==> src/hdl/fifo_queue_with_search_and_reverse_unit_macros.svh <==
// Assertion macros for the queue unit.
// Depends on nothing; included by the top level.
`ifndef FIFO_QUEUE_WITH_SEARCH_AND_REVERSE_UNIT_MACROS_SVH
`define FIFO_QUEUE_WITH_SEARCH_AND_REVERSE_UNIT_MACROS_SVH

// same-cycle implication
`define FQSR_ASSERT_NOW(label, clk, rst_n, ante, cons) \
    label: assert property (@(posedge clk) disable iff (!rst_n) (ante) |-> (cons)) \
        else $error("queue unit check failed");

// next-cycle implication
`define FQSR_ASSERT_NEXT(label, clk, rst_n, ante, cons) \
    label: assert property (@(posedge clk) disable iff (!rst_n) (ante) |=> (cons)) \
        else $error("queue unit check failed");

`endif

==> src/hdl/fqsr_pkg.sv <==
// Package for the queue unit: field widths, command and status codes.
// No dependencies.
package fqsr_pkg;

    localparam int DATA_W        = 32;
    localparam int CMD_W         = 3;
    localparam int COUNT_W       = 5;
    localparam int STATUS_W      = 2;
    localparam int DEPTH_DEFAULT = 16;

    localparam logic [CMD_W-1:0] CMD_ENQUEUE  = 3'd0;
    localparam logic [CMD_W-1:0] CMD_DEQUEUE  = 3'd1;
    localparam logic [CMD_W-1:0] CMD_PEEK     = 3'd2;
    localparam logic [CMD_W-1:0] CMD_CONTAINS = 3'd3;
    localparam logic [CMD_W-1:0] CMD_REVERSE  = 3'd4;
    localparam logic [CMD_W-1:0] CMD_CLEAR    = 3'd5;

    localparam logic [STATUS_W-1:0] STATUS_OK    = 2'd0;
    localparam logic [STATUS_W-1:0] STATUS_EMPTY = 2'd1;
    localparam logic [STATUS_W-1:0] STATUS_FULL  = 2'd2;

    localparam logic [DATA_W-1:0] EMPTY_READ = '1;

endpackage

==> src/hdl/fifo_queue_with_search_and_reverse_unit.sv <==
// Bounded FIFO queue with search and reverse, top level.
// Depends on fqsr_pkg and fifo_queue_with_search_and_reverse_unit_macros.svh.
//
// Usage:
//   A request (command, item_value) is taken at a rising edge with start high
//   and busy low. busy stays high while the request is worked on. Exactly one
//   result per request appears on read_value, found, entry_count, is_empty
//   and status for a single cycle, marked by done. The receiver cannot stall;
//   results must be captured in the done cycle.
//   The store is a single-port-write, single-port-read ring memory with a
//   registered read; a small sequencer drives it with one compare unit.
//   Enqueue, reverse, clear, unused codes and an empty dequeue or peek finish
//   in the execute state; dequeue and peek then pass through a read state;
//   contains on a nonempty queue steps through the search state, comparing
//   entries in order until a match or until all entries (at most the count)
//   have been compared.
//   A new request may be issued in the cycle done is high.
//   Reset clears head, count and direction; the store needs no clearing pass.
`include "fifo_queue_with_search_and_reverse_unit_macros.svh"

module fifo_queue_with_search_and_reverse_unit
    import fqsr_pkg::*;
#(
    parameter int DEPTH = DEPTH_DEFAULT
)
(
    input  logic                       clk,
    input  logic                       rst_n,
    input  logic                       start,
    output logic                       busy,
    input  logic [CMD_W-1:0]           command,
    input  logic signed [DATA_W-1:0]   item_value,
    output logic                       done,
    output logic signed [DATA_W-1:0]   read_value,
    output logic                       found,
    output logic [COUNT_W-1:0]         entry_count,
    output logic                       is_empty,
    output logic [STATUS_W-1:0]        status
);

    localparam int IDX_W = (DEPTH > 1) ? $clog2(DEPTH) : 1;
    localparam int CNT_W = $clog2(DEPTH + 1);
    localparam int SUM_W = $clog2(2 * DEPTH);
    localparam logic [CNT_W-1:0] DEPTH_C = CNT_W'(DEPTH);
    localparam logic [SUM_W-1:0] DEPTH_S = SUM_W'(DEPTH);
    localparam logic [CNT_W-1:0] ONE_C   = CNT_W'(1);

    typedef enum logic [1:0] {
        ST_IDLE,
        ST_EXEC,
        ST_READ,
        ST_SEARCH
    } state_t;

    state_t              state_reg, state_next;
    logic [CMD_W-1:0]    cmd_reg, cmd_next;
    logic [DATA_W-1:0]   val_reg, val_next;
    logic [IDX_W-1:0]    head_reg, head_next;
    logic [CNT_W-1:0]    count_reg, count_next;
    logic                rev_reg, rev_next;
    logic [CNT_W-1:0]    pos_reg, pos_next;
    logic                done_reg, done_next;
    logic [DATA_W-1:0]   read_value_reg, read_value_next;
    logic                found_reg, found_next;
    logic [STATUS_W-1:0] status_reg, status_next;

    logic [DATA_W-1:0]   mem [DEPTH];
    logic [DATA_W-1:0]   rd_data_reg;
    logic                rd_en;
    logic [IDX_W-1:0]    rd_addr;
    logic                wr_en;
    logic [IDX_W-1:0]    wr_addr;
    logic [CNT_W-1:0]    pos_inc;
    logic [CNT_W+COUNT_W-1:0] count_ext;

    // ring slot of logical position pos
    function automatic logic [IDX_W-1:0] slot_of(
        input logic [IDX_W-1:0] head,
        input logic [CNT_W-1:0] pos,
        input logic             rev
    );
        logic [SUM_W-1:0] s;
        if (rev)
        begin
            s = SUM_W'(head) + DEPTH_S - SUM_W'(pos);
        end
        else
        begin
            s = SUM_W'(head) + SUM_W'(pos);
        end
        if (s >= DEPTH_S)
        begin
            s = s - DEPTH_S;
        end
        return s[IDX_W-1:0];
    endfunction

    assign pos_inc = pos_reg + ONE_C;

    always_comb
    begin
        state_next      = state_reg;
        cmd_next        = cmd_reg;
        val_next        = val_reg;
        head_next       = head_reg;
        count_next      = count_reg;
        rev_next        = rev_reg;
        pos_next        = pos_reg;
        done_next       = 1'b0;
        read_value_next = read_value_reg;
        found_next      = found_reg;
        status_next     = status_reg;
        rd_en           = 1'b0;
        rd_addr         = head_reg;
        wr_en           = 1'b0;
        wr_addr         = slot_of(head_reg, count_reg, rev_reg);

        case (state_reg)
            ST_IDLE:
            begin
                if (start)
                begin
                    cmd_next   = command;
                    val_next   = item_value;
                    state_next = ST_EXEC;
                end
            end
            ST_EXEC:
            begin
                read_value_next = '0;
                found_next      = 1'b0;
                status_next     = STATUS_OK;
                state_next      = ST_IDLE;
                done_next       = 1'b1;
                case (cmd_reg) inside
                    CMD_ENQUEUE:
                    begin
                        if (count_reg == DEPTH_C)
                        begin
                            status_next = STATUS_FULL;
                        end
                        else
                        begin
                            wr_en      = 1'b1;
                            count_next = count_reg + ONE_C;
                        end
                    end
                    CMD_DEQUEUE, CMD_PEEK:
                    begin
                        if (count_reg == '0)
                        begin
                            read_value_next = EMPTY_READ;
                            status_next     = STATUS_EMPTY;
                        end
                        else
                        begin
                            rd_en      = 1'b1;
                            rd_addr    = head_reg;
                            done_next  = 1'b0;
                            state_next = ST_READ;
                        end
                    end
                    CMD_CONTAINS:
                    begin
                        if (count_reg != '0)
                        begin
                            rd_en      = 1'b1;
                            rd_addr    = head_reg;
                            pos_next   = '0;
                            done_next  = 1'b0;
                            state_next = ST_SEARCH;
                        end
                    end
                    CMD_REVERSE:
                    begin
                        if (count_reg != '0)
                        begin
                            head_next = slot_of(head_reg, count_reg - ONE_C, rev_reg);
                        end
                        rev_next = ~rev_reg;
                    end
                    CMD_CLEAR:
                    begin
                        count_next = '0;
                        head_next  = '0;
                        rev_next   = 1'b0;
                    end
                    default:
                    begin
                    end
                endcase
            end
            ST_READ:
            begin
                read_value_next = rd_data_reg;
                if (cmd_reg == CMD_DEQUEUE)
                begin
                    head_next  = slot_of(head_reg, ONE_C, rev_reg);
                    count_next = count_reg - ONE_C;
                end
                done_next  = 1'b1;
                state_next = ST_IDLE;
            end
            ST_SEARCH:
            begin
                if (rd_data_reg == val_reg)
                begin
                    found_next = 1'b1;
                    done_next  = 1'b1;
                    state_next = ST_IDLE;
                end
                else if (pos_inc == count_reg)
                begin
                    done_next  = 1'b1;
                    state_next = ST_IDLE;
                end
                else
                begin
                    rd_en    = 1'b1;
                    rd_addr  = slot_of(head_reg, pos_inc, rev_reg);
                    pos_next = pos_inc;
                end
            end
            default:
            begin
                state_next = ST_IDLE;
            end
        endcase
    end

    always_ff @(posedge clk or negedge rst_n)
    begin
        if (!rst_n)
        begin
            state_reg      <= ST_IDLE;
            head_reg       <= '0;
            count_reg      <= '0;
            rev_reg        <= 1'b0;
            pos_reg        <= '0;
            done_reg       <= 1'b0;
            cmd_reg        <= CMD_ENQUEUE;
            val_reg        <= '0;
            read_value_reg <= '0;
            found_reg      <= 1'b0;
            status_reg     <= STATUS_OK;
        end
        else
        begin
            state_reg      <= state_next;
            head_reg       <= head_next;
            count_reg      <= count_next;
            rev_reg        <= rev_next;
            pos_reg        <= pos_next;
            done_reg       <= done_next;
            cmd_reg        <= cmd_next;
            val_reg        <= val_next;
            read_value_reg <= read_value_next;
            found_reg      <= found_next;
            status_reg     <= status_next;
        end
    end

    // entry store
    always_ff @(posedge clk)
    begin
        if (wr_en)
        begin
            mem[wr_addr] <= val_reg;
        end
        if (rd_en)
        begin
            rd_data_reg <= mem[rd_addr];
        end
    end

    assign count_ext   = {{COUNT_W{1'b0}}, count_reg};
    assign busy        = (state_reg != ST_IDLE);
    assign done        = done_reg;
    assign read_value  = read_value_reg;
    assign found       = found_reg;
    assign entry_count = count_ext[COUNT_W-1:0];
    assign is_empty    = (count_reg == '0);
    assign status      = status_reg;

    `FQSR_ASSERT_NOW(a_done_when_idle, clk, rst_n, done_reg, state_reg == ST_IDLE)
    `FQSR_ASSERT_NOW(a_count_bound, clk, rst_n, 1'b1, count_reg <= DEPTH_C)
    `FQSR_ASSERT_NEXT(a_accept_busy, clk, rst_n, start && !busy, busy && !done_reg)
    `FQSR_ASSERT_NOW(a_empty_result, clk, rst_n, done_reg && status_reg == STATUS_EMPTY, read_value_reg == EMPTY_READ && is_empty)
    `FQSR_ASSERT_NOW(a_full_result, clk, rst_n, done_reg && status_reg == STATUS_FULL, count_reg == DEPTH_C)

endmodule

==> config.mk <==
export PLATFORM = sky130hd
export DESIGN_NAME = fifo_queue_with_search_and_reverse_unit
export DESIGN_NICKNAME = d
export VERILOG_FILES = /design/src/hdl/fqsr_pkg.sv /design/src/hdl/fifo_queue_with_search_and_reverse_unit.sv
export VERILOG_INCLUDE_DIRS = /design/src /design/src/hdl
export SDC_FILE = /design/constraint.sdc
export NUM_CORES = 1
export LEC_CHECK = 0
export BUFFER_PORTS_ARGS = -buffer_cell sky130_fd_sc_hd__buf_2
export CAP_MARGIN = 20
export CORE_MARGIN = 2
export CORE_UTILIZATION = 35
export CTS_BUF_LIST = sky130_fd_sc_hd__clkbuf_8
export CTS_CLUSTER_DIAMETER = 120
export DETAILED_ROUTE_END_ITERATION = 10
export HOLD_SLACK_MARGIN = 0.06
export SLEW_MARGIN = 20
export SYNTH_ARGS = -nofsm -noshare
export SYNTH_HDL_FRONTEND = slang
export SYNTH_SLANG_ARGS = --single-unit
==> constraint.sdc <==
create_clock -name clk -period 4.5 [get_ports clk]
set_input_delay 0.45 -clock clk [delete_from_list [all_inputs] [get_ports clk]]
set_output_delay 0.45 -clock clk [all_outputs]
set_load 0.01 [all_outputs]
## Word-level counts from Yosys, hierarchy flattened

Memory sizes are Yosys's and may differ from the RTL's. A register that Yosys moved wholly into a read port is not among the register bits.
Index checks and enable logic that the tools add are counted.

- Flip-flop bits (word level): 88
- RAM bits: 512
- Output and inout bits: 43
- Memories kept: 1

- Add/subtract/negate cells: 16
- Magnitude comparators: 4
- Equality and inequality tests: 29
- Mux-type cells: 87
- Bitwise logic cells: 4
- Reductions and logical operators: 16

Memory list:

| name | depth | width | rd ports | clocked after Yosys merged registers in | wr ports | RTL line | text |
|---|---|---|---|---|---|---|---|
| mem | 16 | 32 | 1 | 1 | 1 | fifo_queue_with_search_and_reverse_unit.sv:67 | `logic [DATA_W-1:0] mem [DEPTH];` |

Operators by type and width:

| cell | number |
|---|---|
| 5-bit two-way mux | 28 |
| 32-bit two-way mux | 3 |
| 32-bit case mux with 2 select lines | 1 |
| 4-bit two-way mux | 14 |
| 32-bit equality test | 1 |
| 1-bit two-way mux | 24 |
| 3-bit inequality test (second input constant) | 8 |
| 7-bit AND reduction | 3 |
| 5-bit >= comparator (second input constant) | 4 |
| 2-bit two-way mux | 10 |
| 2-bit inequality test (second input constant) | 10 |
| 5-bit case mux with 2 select lines | 2 |
| 4-bit by 1-bit subtractor with 4-bit output (second input constant) | 4 |
| 4-bit by 5-bit adder with 5-bit output | 3 |
| 5-bit subtractor | 3 |
| 5-bit by 1-bit adder with 5-bit output (second input constant) | 2 |
| 5-bit by 1-bit subtractor with 5-bit output (second input constant) | 2 |
| 2-bit case mux with 4 select lines | 1 |
| 4-bit case mux with 2 select lines | 1 |
| 2-bit nonzero test | 4 |
| 3-bit by 2-bit equality test with 1-bit output (second input constant) | 2 |
| 3-bit equality test (second input constant) | 2 |
| 2-bit AND reduction | 3 |
| 4-bit by 1-bit adder with 5-bit output (second input constant) | 1 |
| other kinds (15) | 20 |

## Depth between registers and ports, before layout

- Depth after elaboration: 17
- Mapped depth: 13
- Mapped depth without buffers: 12

## Least setup slack after synthesis

No wires, ideal clock.

- Kind: reg-to-reg
- Start: register count_reg[2], in the netlist entry_count[2]
- End: memory mem[5][0] (enable)
- Setup time: 421 ps
- Arrival: 3277 ps
- Data required time: 4079 ps
- Path slack: 802 ps
- Cell stages (with the launch flop): 9
- Buffers on the path: 1
- Clock period less this slack: 3698 ps
- Cell sequence: dfrtp_1 > clkbuf_1 > inv_1 > ha_1 > a21o_1 > a21oi_1 > xor2_1 > nand2_1 > nor2_1

- Cells in the longest elaborated chain, start to end: 6

Ends and longest elaborated chain:

| item | RTL line | text |
|---|---|---|
| start, declared | fifo_queue_with_search_and_reverse_unit.sv:59 | `logic [CNT_W-1:0] count_reg, count_next;` |
| start signal, assigned | fifo_queue_with_search_and_reverse_unit.sv:251 | `count_reg <= count_next;` |
| branches (longest 6 deep; another with 4-bit by 5-bit adder with 5-bit output) | - |  |
| end, declared | fifo_queue_with_search_and_reverse_unit.sv:67 |  |

Several ways; the timed one is not identified.

## Worst setup path after layout

- Start: register val_reg[7]
- End: register rd_data_reg[30], read port of mem (data pin)

- Cells in the longest elaborated chain, start to end: 3

Ends and longest elaborated chain:

| item | RTL line | text |
|---|---|---|
| start, declared | fifo_queue_with_search_and_reverse_unit.sv:57 | `logic [DATA_W-1:0] val_reg, val_next;` |
| start signal, assigned | fifo_queue_with_search_and_reverse_unit.sv:256 | `val_reg <= val_next;` |
| 32-bit equality test * | fifo_queue_with_search_and_reverse_unit.sv:206 | `if (rd_data_reg == val_reg)` |
| 1-bit two-way mux or 4-bit two-way mux (tied branches) | fifo_queue_with_search_and_reverse_unit.sv:206 |  |
| 1-bit case mux with 2 select lines or 4-bit two-way mux (tied branches) | - |  |
| end, declared | fifo_queue_with_search_and_reverse_unit.sv:68 | `logic [DATA_W-1:0] rd_data_reg;` |

Mark *: on every way between the ends. The rest lies on a longest branch, timed or not.
A chain may end at the register's enable or synchronous reset.

==> reports/qor.txt <==
Area taken by flip-flops and latches = 0.0185 mm^2
Path type of the worst setup path = reg2reg
EDFF count, synth = 544
Maximum number of pins on one net before global-route repair = 92
Post-synthesis share of cell area spent on and, or, nand and nor gates = 5.69%
Antenna violations before repair = 1
Remaining number of nets flagged by the antenna check after routing = 0
Data required time of the worst path = 4.92 ns
Count of maximum capacitance violations = 0
Count of cells resized by post-cts repair = 0
Library cell used as clock root buffer = sky130_fd_sc_hd__clkbuf_8
Buffers from clock root to sink, at most = 3
Final min period = 4.11 ns
Area share of the largest cell type after synthesis = 63.2%
Tightest Pin Transition = 0.997 ns
Setup repair after global routing missed its margin = no
Overall fraction of global-route tracks in use = 18.8%
Hold crit path type = in2reg
Synthesis-stage register bit count = 632
GRT Residual Overflow = 0
Fin Clk Skew = 0.0442 ns
Total of buffers placed on input and output ports = 80
Via count = 16.2k
Data arrival at the endpoint of the critical path = 4.53 ns
Total clock buffers created by CTS = 96
Met3 Track Usage GR = 4.27%
Top fanout value on the critical path = 20
Core outline area = 0.0731 mm^2
Post-layout net count = 2053
PD cells = 708 mW/mm^2
Nets in the synthesized netlist = 1860
Tcrit/Tclk final = 91.4%
Multiplexer fraction of the synthesized cell area = 4.61%
1st-pass router iterations = 9
Count of cells along the worst register-to-register path = 11
Total design power = 21.5 mW
Synth top cells by count = sky130_fd_sc_hd__edfxtp_1 (544), sky130_fd_sc_hd__a21oi_1 (242), sky130_fd_sc_hd__nand2_1 (189)
Flip-flop count of the largest register after layout = 512
Portion of the post-synthesis area used by sequential elements = 71.7%
Leakage power of the design = 10.7 nW
I/O pin total = 81
Library cell with the highest instance count after synthesis = sky130_fd_sc_hd__edfxtp_1
Area occupied by multi-input gates = 0.00694 mm^2
Worst slew margin = 33.6%
# rows = 99
Clock tree from TritonCTS = built
Worst-case vdd ir drop = 0.000617 V
Vias in the first global route = 16.2k
H-tree depth reported by CTS = 3
Post-synthesis cell type count = 50
Main synth FF type = sky130_fd_sc_hd__edfxtp_1
Hold Path End = state_reg[0]$_DFFE_PN0P_
Hold violation total from the final report = 0
Synthesized-area fraction occupied by ao, oa, aoi and oai cells = 12.0%
Violations in the final reports = design-rule violations
Biggest area consumer among synthesized cells = sky130_fd_sc_hd__edfxtp_1
First DRT Iteration DRCs = 1580
Global-route track usage on met2 = 28.9%
Startpoint type of the worst setup path = register
Most area-consuming cells after synthesis = sky130_fd_sc_hd__edfxtp_1 (63%), sky130_fd_sc_hd__dfrtp_1 (8.5%), sky130_fd_sc_hd__a21oi_1 (4.7%), sky130_fd_sc_hd__mux2i_1 (2.8%), sky130_fd_sc_hd__nand2_1 (2.7%)
Routability Congestion = 0.796
Async set-or-reset flop fraction in the synthesized netlist = 13.9%
Synthesized-area fraction occupied by adder cells = 1.82%
Hold wc startpoint = start
Hold_ws = 0.283 ns
Die Wd = 276 um
CTS Sinks = 632
Register name with the most flops = mem
Yosys warns = 0
First-pass GRT wire length = 105000 um
Kind of end point of the critical path = register
Result of the run = complete, but fails checks
DP HPWL = 39100 um
Core utilization of the finished layout = 41.7%
Area of the die = 0.0760 mm^2
Clock Pin Slew Worst Setup and Hold Paths = 0.06 ns
Routed wire length per instance = 23.5 um
Dpl ws = 0.427 ns
Worst reg2reg path startpoint = val_reg[7]$_DFFE_PN0P_
Count of mapped cells out of synthesis = 1788
Detailed-route vias per instance = 5.37
Hold Crit Depth = 4
Busiest layer in global routing = met2
Overall die height = 276 um
Flop-to-flop setup slack = 0.39 ns
Post-Syn Area = 0.0258 mm^2
Post-synthesis xor/xnor area fraction = 1.92%
Worst Setup Slack, final = 0.388 ns
Summed negative setup slack over all endpoints = 0 ns
Largest family of logic cells by synthesized area = compound AO/OA/AOI/OAI gates
Final count of negative-setup-slack endpoints = 0
Maximum clock frequency = 243 MHz
Number of pins with negative max-slew slack in the final report = 0
Count of fill cells added during filler insertion = 6735
Post-synthesis average cell area = 14.5 um^2
Latest clock arrival within the worst-skew pair = 0.70 ns
FF-to-FF End = rd_data_reg[30]$_DFFE_PP_
Initial Utilization = 35.4%
Wire length after detailed routing = 71100 um
Fraction of final layout cells sized beyond drive strength 1 = 18.0%
GR Util met1 = 27.0%
Post-detailed-route DRC marker count = 10
Area growth from synthesis to layout = 17.8%
[routing by layer]
metal / up-vias / share of wire (%)
met1: 8291 / 45
met5: - / 0
met3: 86 / 7.5
li1: 7227 / -
met4: 0 / 1.7
met2: 630 / 45
[worst max-delay path by stage]
stage	start	to	slack [ns]	cells past startpoint
floorplan	entry_count[2]$_DFFE_PN0P_	mem[5][0]$_DFFE_PP_	0.80	8
global placement	val_reg[7]$_DFFE_PN0P_	rd_data_reg[19]$_DFFE_PP_	0.55	11
detailed placement	val_reg[7]$_DFFE_PN0P_	rd_data_reg[30]$_DFFE_PP_	0.43	11
CTS	val_reg[7]$_DFFE_PN0P_	rd_data_reg[30]$_DFFE_PP_	0.41	11
global route	val_reg[7]$_DFFE_PN0P_	rd_data_reg[30]$_DFFE_PP_	0.25	11
finish	val_reg[7]$_DFFE_PN0P_	rd_data_reg[30]$_DFFE_PP_	0.39	11
[through the flow]
| step | cell area [um^2] | instances |
|---|---|---|
| after detailed placement | 28200 | 2806 |
| after global routing | 30400 | 3022 |
| after floorplan | 25800 | 1788 |
| final | 30400 | 3022 |
| after CTS | 30400 | 3021 |
| after global placement | 28200 | 2806 |
[logic make-up after synthesis]
logic type,count (synthesis)
adders and majority gates,34
DFF,632
buffers and inverters,136
and+or+nand+nor,331
xor gates and xnor gates,54
AOI/OAI and AO/OA,488
muxes,113
[where the power goes]
part           internal (mW)  switching (mW)  leakage [nW]  total, mW
Sequential              7.95           0.964          5.97       8.91
Combinational           2.95            5.03          3.66       7.98
Clock                   2.41            2.23          1.06       4.65
[cell usage in the layout (no fill, tap or decap), drive strengths merged, types with 28 or more instances in the layout]
| cell | netlist | layout |
|---|---|---|
| dlygate4sd3 | 0 | 36 |
| clkbuf | 80 | 110 |
| edfxtp | 544 | 544 |
| nor2 | 68 | 68 |
| inv | 23 | 50 |
| a21o | 69 | 69 |
| a21oi | 243 | 243 |
| clkinv | 0 | 36 |
| mux2 | 39 | 39 |
| buf | 33 | 172 |
| dfrtp | 88 | 88 |
| nand2 | 189 | 189 |
| mux2i | 74 | 74 |
| a211oi | 66 | 66 |
| xnor2 | 45 | 45 |
| ha | 28 | 28 |
| or4 | 32 | 32 |
| a221oi | 66 | 66 |
[critical path, stage by stage (launching register included)]
cell and delay [ns]:
sky130_fd_sc_hd__dfrtp_1 0.61, sky130_fd_sc_hd__xnor2_1 0.45, sky130_fd_sc_hd__buf_4 0.21, sky130_fd_sc_hd__nand4_1 0.13, sky130_fd_sc_hd__nor4_1 0.36, sky130_fd_sc_hd__buf_4 0.20
sky130_fd_sc_hd__a221oi_4 0.08, sky130_fd_sc_hd__mux2i_4 0.58, sky130_fd_sc_hd__buf_4 0.38, sky130_fd_sc_hd__mux2i_1 0.22, sky130_fd_sc_hd__a221oi_1 0.10, sky130_fd_sc_hd__or4_1 0.53
[area by class of cell]
type	instances	share of cell area, %
sequential	632	60.9
multi-input combinational	1020	22.8
timing repair buffer	208	5.84
clock buffer	110	4.97
tap	959	3.94
clock inverter	69	1.26
inverter	23	0.284
antenna	1	0.00822
[repair_timing]
| action | in CTS | in global routing |
|---|---|---|
| hold endpoints to repair | 88 | 0 |
| hold buffers | 36 | 0 |
| buffers inserted | 0 | 0 |
Power figures use the tool's default switching activity.
